==> config.mk <==
export PLATFORM = sky130hd
export DESIGN_NAME = k_sorted_stream_sorter
export DESIGN_NICKNAME = d
export VERILOG_FILES = /design/src/hdl/kss_pkg.sv /design/src/hdl/kss_cell.sv /design/src/hdl/kss_chain.sv /design/src/hdl/k_sorted_stream_sorter.sv
export SDC_FILE = /design/constraint.sdc
export NUM_CORES = 2
export LEC_CHECK = 0
export BUFFER_PORTS_ARGS = -buffer_cell sky130_fd_sc_hd__buf_2
export CAP_MARGIN = 15
export CELL_PAD_IN_SITES_DETAIL_PLACEMENT = 2
export CELL_PAD_IN_SITES_GLOBAL_PLACEMENT = 2
export CORE_MARGIN = 2
export CORE_UTILIZATION = 42
export DETAILED_ROUTE_END_ITERATION = 12
export PLACE_DENSITY = 0.81
export REMOVE_ABC_BUFFERS = 1
export SLEW_MARGIN = 20
export SYNTH_ARGS = -nofsm -noshare
export SYNTH_HDL_FRONTEND = slang
export SYNTH_HIERARCHICAL = 1
export SYNTH_SLANG_ARGS = --single-unit
==> constraint.sdc <==
create_clock -name i_clk -period 4.75 [get_ports i_clk]
set_input_delay 1.425 -clock i_clk [delete_from_list [all_inputs] [get_ports i_clk]]
set_output_delay 1.425 -clock i_clk [all_outputs]
set_load 0.02 [all_outputs]
==> src/hdl/kss_pkg.sv <==
// ----------------------------------------------------------------------------
// kss_pkg
// Shared constants, types and state encoding for the k-sorted stream sorter.
// ----------------------------------------------------------------------------
package kss_pkg;

    localparam int WINDOW_DEPTH = 16;
    localparam int VALUE_W      = 32;
    localparam int K_W          = 4;
    localparam int CNT_W        = $clog2(WINDOW_DEPTH + 1);
    // wide enough for window_k + 1 and for the depth itself
    localparam int CAP_W        = (CNT_W > K_W + 1) ? CNT_W : K_W + 1;

    typedef logic signed [VALUE_W-1:0] t_value;

    // command broadcast to every cell of the chain
    typedef struct packed {
        logic   ins;
        logic   pop;
        t_value value;
    } t_cell_cmd;

    typedef enum logic [1:0] {
        S_IDLE,
        S_POP,
        S_INS,
        S_DRAIN
    } t_state;

endpackage

==> src/hdl/kss_cell.sv <==
// ----------------------------------------------------------------------------
// kss_cell
// One slot of the sorted chain: holds one value, shifts right on insert
// past it, shifts left on pop.
// ----------------------------------------------------------------------------
module kss_cell (
    input  logic               i_clk,
    input  logic               i_rst_n,
    input  kss_pkg::t_cell_cmd i_cmd,
    input  kss_pkg::t_value    i_left_val,
    input  logic               i_left_vld,
    input  logic               i_left_cmp,
    input  kss_pkg::t_value    i_right_val,
    input  logic               i_right_vld,
    output kss_pkg::t_value    o_val,
    output logic               o_vld,
    output logic               o_cmp
);

    kss_pkg::t_value r_val, n_val;
    logic            r_vld, n_vld;

    // held value is no larger than the incoming one: it stays put
    assign o_cmp = r_vld && (r_val <= i_cmd.value);
    assign o_val = r_val;
    assign o_vld = r_vld;

    always_comb begin
        n_val = r_val;
        n_vld = r_vld;
        if (i_cmd.pop) begin
            n_val = i_right_val;
            n_vld = i_right_vld;
        end else if (i_cmd.ins && !o_cmp) begin
            n_val = i_left_cmp ? i_cmd.value : i_left_val;
            n_vld = r_vld | i_left_vld;
        end
    end

    always_ff @(posedge i_clk) begin
        r_val <= n_val;
        if (!i_rst_n) begin
            r_vld <= 1'b0;
        end else begin
            r_vld <= n_vld;
        end
    end

endmodule

==> src/hdl/kss_chain.sv <==
// ----------------------------------------------------------------------------
// kss_chain
// Row of cells kept in ascending order; the head cell holds the minimum.
// ----------------------------------------------------------------------------
module kss_chain (
    input  logic               i_clk,
    input  logic               i_rst_n,
    input  kss_pkg::t_cell_cmd i_cmd,
    output kss_pkg::t_value    o_head_val
);

    localparam int N = kss_pkg::WINDOW_DEPTH;

    kss_pkg::t_value w_val [N];
    logic            w_vld [N];
    logic            w_cmp [N];

    for (genvar i = 0; i < N; i++) begin : g_cell
        kss_pkg::t_value w_lval, w_rval;
        logic            w_lvld, w_lcmp, w_rvld;

        if (i == 0) begin : g_head
            assign w_lval = '0;
            assign w_lvld = 1'b1;
            assign w_lcmp = 1'b1;
        end else begin : g_mid
            assign w_lval = w_val[i-1];
            assign w_lvld = w_vld[i-1];
            assign w_lcmp = w_cmp[i-1];
        end

        if (i == N - 1) begin : g_tail
            assign w_rval = '0;
            assign w_rvld = 1'b0;
        end else begin : g_next
            assign w_rval = w_val[i+1];
            assign w_rvld = w_vld[i+1];
        end

        kss_cell u_cell (
            .i_clk       (i_clk),
            .i_rst_n     (i_rst_n),
            .i_cmd       (i_cmd),
            .i_left_val  (w_lval),
            .i_left_vld  (w_lvld),
            .i_left_cmp  (w_lcmp),
            .i_right_val (w_rval),
            .i_right_vld (w_rvld),
            .o_val       (w_val[i]),
            .o_vld       (w_vld[i]),
            .o_cmp       (w_cmp[i])
        );
    end

    assign o_head_val = w_val[0];

endmodule

==> src/hdl/k_sorted_stream_sorter.sv <==
// ----------------------------------------------------------------------------
// k_sorted_stream_sorter
// Sorts a nearly sorted stream through a window of window_k+1 values.
// ----------------------------------------------------------------------------
// Usage:
//   Input channel (i_in_valid / o_in_stall) carries i_value and i_last.
//   Output channel (o_out_valid / i_out_stall) carries o_sorted_value,
//   o_run_end and o_sequence_end. An item moves when valid is high and
//   stall is low.
//   Config channel (i_cfg_valid / o_cfg_ready) writes window_k; write it
//   only while the block is idle. o_cfg_ready is always high.
//   An item that only fills the window is inserted into the sorted cell
//   row; one that finds the window full first pops the head cell, then is
//   inserted. The input stays stalled until the item is through. A last
//   item is followed by a drain of the held values, one result per cycle
//   while the output register can take it. A popped minimum is registered
//   into the output register in the pop step that follows the accepted item.
//   Results wait in one output register; while the receiver stalls, the
//   pop or drain step waits and o_in_stall stays high.
//   Reset clears the window, the count, window_k and the output valid.
// ----------------------------------------------------------------------------
module k_sorted_stream_sorter (
    input  logic                        i_clk,
    input  logic                        i_rst_n,
    input  logic                        i_in_valid,
    output logic                        o_in_stall,
    input  kss_pkg::t_value             i_value,
    input  logic                        i_last,
    output logic                        o_out_valid,
    input  logic                        i_out_stall,
    output kss_pkg::t_value             o_sorted_value,
    output logic                        o_run_end,
    output logic                        o_sequence_end,
    input  logic                        i_cfg_valid,
    output logic                        o_cfg_ready,
    input  logic [kss_pkg::K_W-1:0]     i_cfg_window_k
);

    localparam int CNT_W = kss_pkg::CNT_W;
    localparam int CAP_W = kss_pkg::CAP_W;
    localparam logic [CAP_W-1:0] DEPTH_C = CAP_W'(kss_pkg::WINDOW_DEPTH);

    kss_pkg::t_state    r_state, n_state;
    logic [kss_pkg::K_W-1:0] r_k;
    logic [CNT_W-1:0]   r_cnt, n_cnt;
    kss_pkg::t_value    r_in_val;
    logic               r_in_last;
    logic               r_out_vld, n_out_vld;
    kss_pkg::t_value    r_out_val;
    logic               r_out_run, r_out_seq;

    kss_pkg::t_cell_cmd w_cmd;
    kss_pkg::t_value    w_head;
    logic               w_accept, w_slot, w_full, w_emit, w_fin;
    logic [CAP_W-1:0]   w_cap_raw, w_cap;

    assign w_accept  = i_in_valid && !o_in_stall;
    assign w_slot    = !r_out_vld || !i_out_stall;
    assign w_cap_raw = CAP_W'(r_k) + CAP_W'(1);
    assign w_cap     = (w_cap_raw > DEPTH_C) ? DEPTH_C : w_cap_raw;
    assign w_full    = (CAP_W'(r_cnt) >= w_cap) && (r_cnt != '0);
    assign w_fin     = (r_cnt == CNT_W'(1));

    // next state
    always_comb begin
        n_state = r_state;
        case (r_state)
            kss_pkg::S_IDLE: begin
                if (w_accept) n_state = w_full ? kss_pkg::S_POP : kss_pkg::S_INS;
            end
            kss_pkg::S_POP: begin
                if (w_slot) n_state = kss_pkg::S_INS;
            end
            kss_pkg::S_INS: begin
                n_state = r_in_last ? kss_pkg::S_DRAIN : kss_pkg::S_IDLE;
            end
            kss_pkg::S_DRAIN: begin
                if (w_slot && w_fin) n_state = kss_pkg::S_IDLE;
            end
            default: n_state = kss_pkg::S_IDLE;
        endcase
    end

    // outputs of the sequencer
    always_comb begin
        o_in_stall  = 1'b1;
        w_cmd.ins   = 1'b0;
        w_cmd.pop   = 1'b0;
        w_cmd.value = r_in_val;
        w_emit      = 1'b0;
        case (r_state)
            kss_pkg::S_IDLE:  o_in_stall = 1'b0;
            kss_pkg::S_POP:   w_emit     = w_slot;
            kss_pkg::S_INS:   w_cmd.ins  = 1'b1;
            kss_pkg::S_DRAIN: w_emit     = w_slot;
            default:          o_in_stall = 1'b1;
        endcase
        w_cmd.pop = w_emit;
    end

    always_comb begin
        n_cnt = r_cnt;
        if (w_cmd.ins) begin
            n_cnt = r_cnt + CNT_W'(1);
        end else if (w_emit) begin
            n_cnt = r_cnt - CNT_W'(1);
        end
        n_out_vld = r_out_vld && i_out_stall;
        if (w_emit) n_out_vld = 1'b1;
    end

    kss_chain u_chain (
        .i_clk      (i_clk),
        .i_rst_n    (i_rst_n),
        .i_cmd      (w_cmd),
        .o_head_val (w_head)
    );

    always_ff @(posedge i_clk) begin
        if (w_accept) begin
            r_in_val  <= i_value;
            r_in_last <= i_last;
        end
        if (w_emit) begin
            r_out_val <= w_head;
            if (r_state == kss_pkg::S_POP) begin
                r_out_run <= !r_in_last;
                r_out_seq <= 1'b0;
            end else begin
                r_out_run <= w_fin;
                r_out_seq <= w_fin;
            end
        end
        if (!i_rst_n) begin
            r_state   <= kss_pkg::S_IDLE;
            r_cnt     <= '0;
            r_k       <= '0;
            r_out_vld <= 1'b0;
        end else begin
            r_state   <= n_state;
            r_cnt     <= n_cnt;
            r_out_vld <= n_out_vld;
            if (i_cfg_valid && o_cfg_ready) r_k <= i_cfg_window_k;
        end
    end

    assign o_cfg_ready    = 1'b1;
    assign o_out_valid    = r_out_vld;
    assign o_sorted_value = r_out_val;
    assign o_run_end      = r_out_run;
    assign o_sequence_end = r_out_seq;

endmodule

# After elaboration in Yosys (flattened, before gate mapping)
# Cells that the tools add are included.
# W data, S select, Z words.
[word_totals]
regBits = 607
elab_cells = 251
[op_classes]
add_sub_neg = 3
magnitude_cmp = 18
n_eq_ne = 7
muxes = 89
bitwise_logic = 16
reduce_logical = 77
[op_table]
columns = ["cell", "n"]
rows = [
  ["$mux W32", 45],
  ["$le A32 B32 Y1", 16],
  ["$logic_and A1 B1 Y1", 36],
  ["$mux W1", 35],
  ["$reduce_bool A2 Y1", 16],
  ["$logic_not A1 Y1", 19],
  ["$mux W5", 3],
  ["$or A1 B1 Y1", 15],
  ["$mux W2", 5],
  ["$pmux W2 S4", 1],
  ["$ne A2 B2 Y1 const B", 3],
  ["$add A4 B1 Y5 const B", 1],
  ["$add A5 B1 Y5 const B", 1],
  ["$eq A5 B1 Y1 const B", 1],
  ["$ge A5 B5 Y1", 1],
  ["$gt A5 B5 Y1 const B", 1],
  ["$reduce_bool A5 Y1", 1],
  ["$sub A5 B1 Y5 const B", 1],
  ["$eq A2 B2 Y1 const B", 2],
  ["$reduce_or A2 Y1", 2],
  ["$reduce_and A3 Y1", 1],
  ["$eq A2 B1 Y1 const B", 1],
  ["$logic_not A2 Y1", 1],
  ["$logic_or A1 B1 Y1", 1],
  ["$not A1 Y1", 1],
]

# Longest topological paths before layout
[depth]
ltp_word = 8
depth_mapped = 12
ltp_nobuf = 10

# By module
# Netlist, hierarchy kept.
[modules_own_cells]
columns = ["mod", "n_inst", "cells_each", "area_each_um2", "seq_area_each_um2"]
rows = [
  ["kss_cell", 16, 262, 2498.6, 980.9],
  ["k_sorted_stream_sorter", 1, 162, 2860.2, 2252.2],
  ["kss_chain", 1, 2, 7.5, 0.0],
]

# Worst setup path after synthesis
# Ideal clock, no wire load.
[synth_path]
kind = "input to register"
from = "input i_out_stall"
to = "register u_chain.g_cell[0].u_cell.r_val[0] (enable)"
setup_ns = 0.428
t_arrival_ns = 3.822
slack_ns = 0.500
stages = 5
path_buffers = 1
path_cell_list = "a21boi_4 clkbuf_1 inv_1 o21ai_0 o21bai_1"
[synth_between]
elab_chain_len = 4
[synth_rtl]
columns = ["element", "line_no", "rtl"]
rows = [
  ["from (decl)", "k_sorted_stream_sorter.sv:30", "input logic i_out_stall,"],
  ["$logic_not A1 Y1", "k_sorted_stream_sorter.sv:58", "assign w_slot = !r_out_vld || !i_out_stall;"],
  ["$logic_or A1 B1 Y1", "k_sorted_stream_sorter.sv:58", ""],
  ["$mux W1", "k_sorted_stream_sorter.sv:91", "case (r_state)"],
  ["$reduce_bool A2 Y1 (no line)", "n/a", ""],
  ["to (signal assigned)", "kss_cell.sv:41", "r_val <= n_val;"],
  ["to (decl)", "kss_cell.sv:20", "kss_pkg::t_value r_val, n_val;"],
]
# No other way between the ends.
# A chain may end at the register's enable or synchronous reset.

# Final worst setup path
[layout_path]
from = "register r_in_val[16]"
to = "register u_chain.g_cell[3].u_cell.r_val[0] (data pin)"
[layout_between]
elab_chain_len = 5
[layout_rtl]
columns = ["element", "line_no", "rtl"]
rows = [
  ["from (decl)", "k_sorted_stream_sorter.sv:46", "kss_pkg::t_value r_in_val;"],
  ["from (signal assigned)", "k_sorted_stream_sorter.sv:121", "r_in_val <= i_value;"],
  ["$le A32 B32 Y1", "kss_cell.sv:24", "assign o_cmp = r_vld && (r_val <= i_cmd.value);"],
  ["$logic_and A1 B1 Y1", "kss_cell.sv:24", ""],
  ["via u_chain.g_cell[3].w_lcmp", "kss_chain.sv:20", "logic w_lvld, w_lcmp, w_rvld;"],
  ["$mux W32", "kss_cell.sv:35", "n_val = i_left_cmp ? i_cmd.value : i_left_val;"],
  ["$mux W32", "kss_cell.sv:34", "end else if (i_cmd.ins && !o_cmp) begin"],
  ["$mux W32", "kss_cell.sv:31", "if (i_cmd.pop) begin"],
  ["via u_chain.g_cell[3].u_cell.n_val[0]", "kss_cell.sv:20", ""],
  ["to (signal assigned)", "kss_cell.sv:41", ""],
  ["to (decl)", "kss_cell.sv:20", ""],
]
# The timed path passes the listed nets, and every way through them passes these cells. The select of a mux whose other input is x is not followed.

==> metrics.md <==
| Metric | Value |
|---|---|
| Status | `finished, final reports clean` |
| Routed WL | `136000 µm` |
| Maximum number of pins on one net before global-route repair | `between 200 and 250` |
| Dpl hpwl | `~98000 µm` |
| Relative slew slack | `0.244` |
| Final RePlAce weighted congestion | `between 0.7 and 0.8` |
| R2R depth | `11` |
| Max_cap viols | `0` |
| Setup TNS | `0 ns` |
| Worst-skew pair later-pin latency | `0.66 ns` |
| Die height | `between 300 and 400 µm` |
| Die area | `105000 µm²` |
| Register-to-register setup slack | `about 0.59 ns` |
| Worst setup margin | `around 0.6 ns` |
| Startpoint Class | `flip-flop` |
| Syn Std Cell Area | `~43000 µm²` |
| Hold-fix buffers, CTS | `0` |
| Routed Antenna Nets | `0` |
| Final Max Slew Viols | `0` |
| Root buffer cell | `clkbuf_16` |
| Reg clk slew, reported paths | `approximately 0.060 ns` |
| Total congestion overflow | `0` |
| Cell count after synthesis | `approximately 4400` |
| Worst Max-Slew Pin Slew | `approximately 1.1 ns` |
| Req. time, crit path | `5.10 ns` |
| Core area | `between 100000 and 150000 µm²` |
| Leakage | `roughly 19 nW` |
| DIE WIDTH | `323 µm` |
| FMAX | `0.241 GHz` |
| Crit-path cells | `buf_4 -> inv_1 -> ha_1 -> a21oi_1 -> o21a_1 -> nor3_1 -> or4_1 -> o211ai_2 -> and2_2 -> mux2i_1 -> o21ai_0` |
| Diodes inserted | `0` |
| CTS sink cnt | `between 600 and 700` |
| Period utilization | `0.875` |
| CP top delay family | `simple AND/OR/NAND/NOR gates` |
| Yosys warnings | `6` |
| Worst reg2reg endpoint | `u_chain/g_cell[3].u_cell/o_val[0]` |
| Post-CTS setup buffers | `0` |
| Fin cells | `~6000` |
| Post-CTS Resized | `0` |
| Finish-stage setup viols | `0` |
| Number of global-route vias before repair | `about 38000` |
| Slowest stage delay, CP | `roughly 0.93 ns` |
| First DRT Iteration DRCs | `1722` |
| Filler cells | `~11000` |
| Hold slack | `0.493 ns` |
| IO Count | `~80` |
| Port Buffers | `77` |
| Arrival time worst endpoint | `between 4 and 5 ns` |
| Nature of the critical path endpoint | `flip-flop` |
| Final Power | `between 30 and 40 mW` |
| Drt pass-1 iters | `5` |
| Pre-CTS setup slack | `0.577 ns` |
| Initial antenna violation count | `0` |
| Final instance area | `just under 50000 µm²` |
| Routed length per instance | `23.0 µm` |
| Total clock buffers created by CTS | `78` |
| CTS tree | `done` |
| CTS H-tree depth | `3` |
| Crit path buffers/inverters | `2` |
| Share of layout cells above drive strength 1 | `0.0840` |
| Area grow syn2layout | `12.3%` |
| Vias per std cell | `about 5.7` |
| Min-Delay Endpoint | `o_sorted_value[17]` |
| Total number of vias | `approximately 34000` |
| Min Tclk post-route | `between 4 and 5 ns` |
| RSZ-0062 raised after global routing | `false` |
| Hold Vio Cnt, Final | `0` |
| FP Rows | `roughly 120` |
| Inst Count DP | `between 5000 and 6000` |
| Placement Cell Area | `about 46000 µm²` |
| Initial core utilization | `0.422` |
| Finished Core Util | `0.474` |
| Min-Delay Path Depth | `0` |
| Peak supply drop | `0.776 mV` |
| Nets | `5057` |
| First-pass GRT wire length | `around 220000 µm` |
| Worst-case clock skew | `0.0303 ns` |
| Syn_area_per_cell | `9.84 µm²` |
| Slowest stage cell, crit path | `and2_2` |
| Residual DRC count | `0` |
| HP Start | `u_chain/g_cell[0].u_cell/o_val[17]` |
| Longest Clk Path Bufs | `3` |
| GRT Resource Usage Total | `0.262` |
| Critical R2R Launch | `r_in_val[16]` |
| Hold crit path type | `reg -> reg` |
| PD cells | `~810 nW/µm²` |
| CP Class | `reg -> reg` |
| Crit path max fanout | `32` |
| Levels on crit path | `11` |
## final cells by class
class	count	area (µm²)	area share
tap	1368	1710	0.0356
sequential	607	17900	0.373
clock inverter	31	160	0.00333
inverter	567	2130	0.0442
timing repair buffer	174	1540	0.0320
multi-input combinational	3066	22400	0.465
clock buffer	113	2260	0.0470
## cell usage in the layout, fill, tap and decap left out, drive strengths merged, types with 4 or more instances in the layout
cell / instances
o211ai: 33
nand4: 112
clkbuf: 113
and2: 20
xnor2: 4
a21oi: 229
a2111oi: 16
o21ai: 564
a21o: 48
buf: 174
o31a: 16
or4: 16
o21a: 32
dfxtp: 28
ha: 521
mux2i: 517
conb: 68
nor2: 18
or2: 17
edfxtp: 579
nand2: 613
nand3: 50
nor4: 32
nor2b: 21
inv: 569
nor3: 18
a211o: 18
o31ai: 16
o21bai: 33
a221o: 16
clkinv: 29
## routing by layer
| metal | part of all wire | global-route usage |
|---|---|---|
| met5 | 0 | 0 |
| met4 | 0.017 | 0.0602 |
| met3 | 0.028 | 0.0263 |
| met1 | 0.45 | 0.339 |
| met2 | 0.50 | 0.468 |
## worst reg2reg max path, cell delays in order (launching register included)
cell and delay (ns):
edfxtp_1 0.75, buf_4 0.24, inv_1 0.04, ha_1 0.20
a21oi_1 0.18, o21a_1 0.16, nor3_1 0.11, or4_1 0.60
o211ai_2 0.22, and2_2 0.93, mux2i_1 0.31, o21ai_0 0.14
## flip-flops by register name, summed over array words and instances (netlist names)
signal / cells
r_in_val: 32
o_sequence_end: 1
r_state: 2
o_run_end: 1
u_chain/g_cell.u_cell/o_vld: 16
o_out_valid: 1
r_cnt: 5
u_chain/g_cell.u_cell/o_val: 512
r_in_last: 1
o_sorted_value: 32
r_k: 4
## how the worst max path moves through the flow
| stage | startpoint | to | slack [ns] |
|---|---|---|---|
| after floorplan | i_out_stall | u_chain/g_cell[0].u_cell/o_val[0] | -10.37 |
| after global placement | r_in_val[7] | u_chain/g_cell[1].u_cell/o_val[3] | 0.75 |
| after detailed placement | r_in_val[7] | u_chain/g_cell[2].u_cell/o_val[18] | 0.58 |
| after CTS | r_in_val[7] | u_chain/g_cell[1].u_cell/o_val[17] | 0.47 |
| after global routing | r_in_val[29] | u_chain/g_cell[7].u_cell/o_val[26] | 0.42 |
| final | r_in_val[16] | u_chain/g_cell[3].u_cell/o_val[0] | 0.59 |
## power breakdown
group / switching [mW] / internal (mW)
clock network: 2.50 / 3.30
logic: 12.3 / 6.78
registers: 2.66 / 11.2
Note: power is estimated with default switching activity, not from simulation.
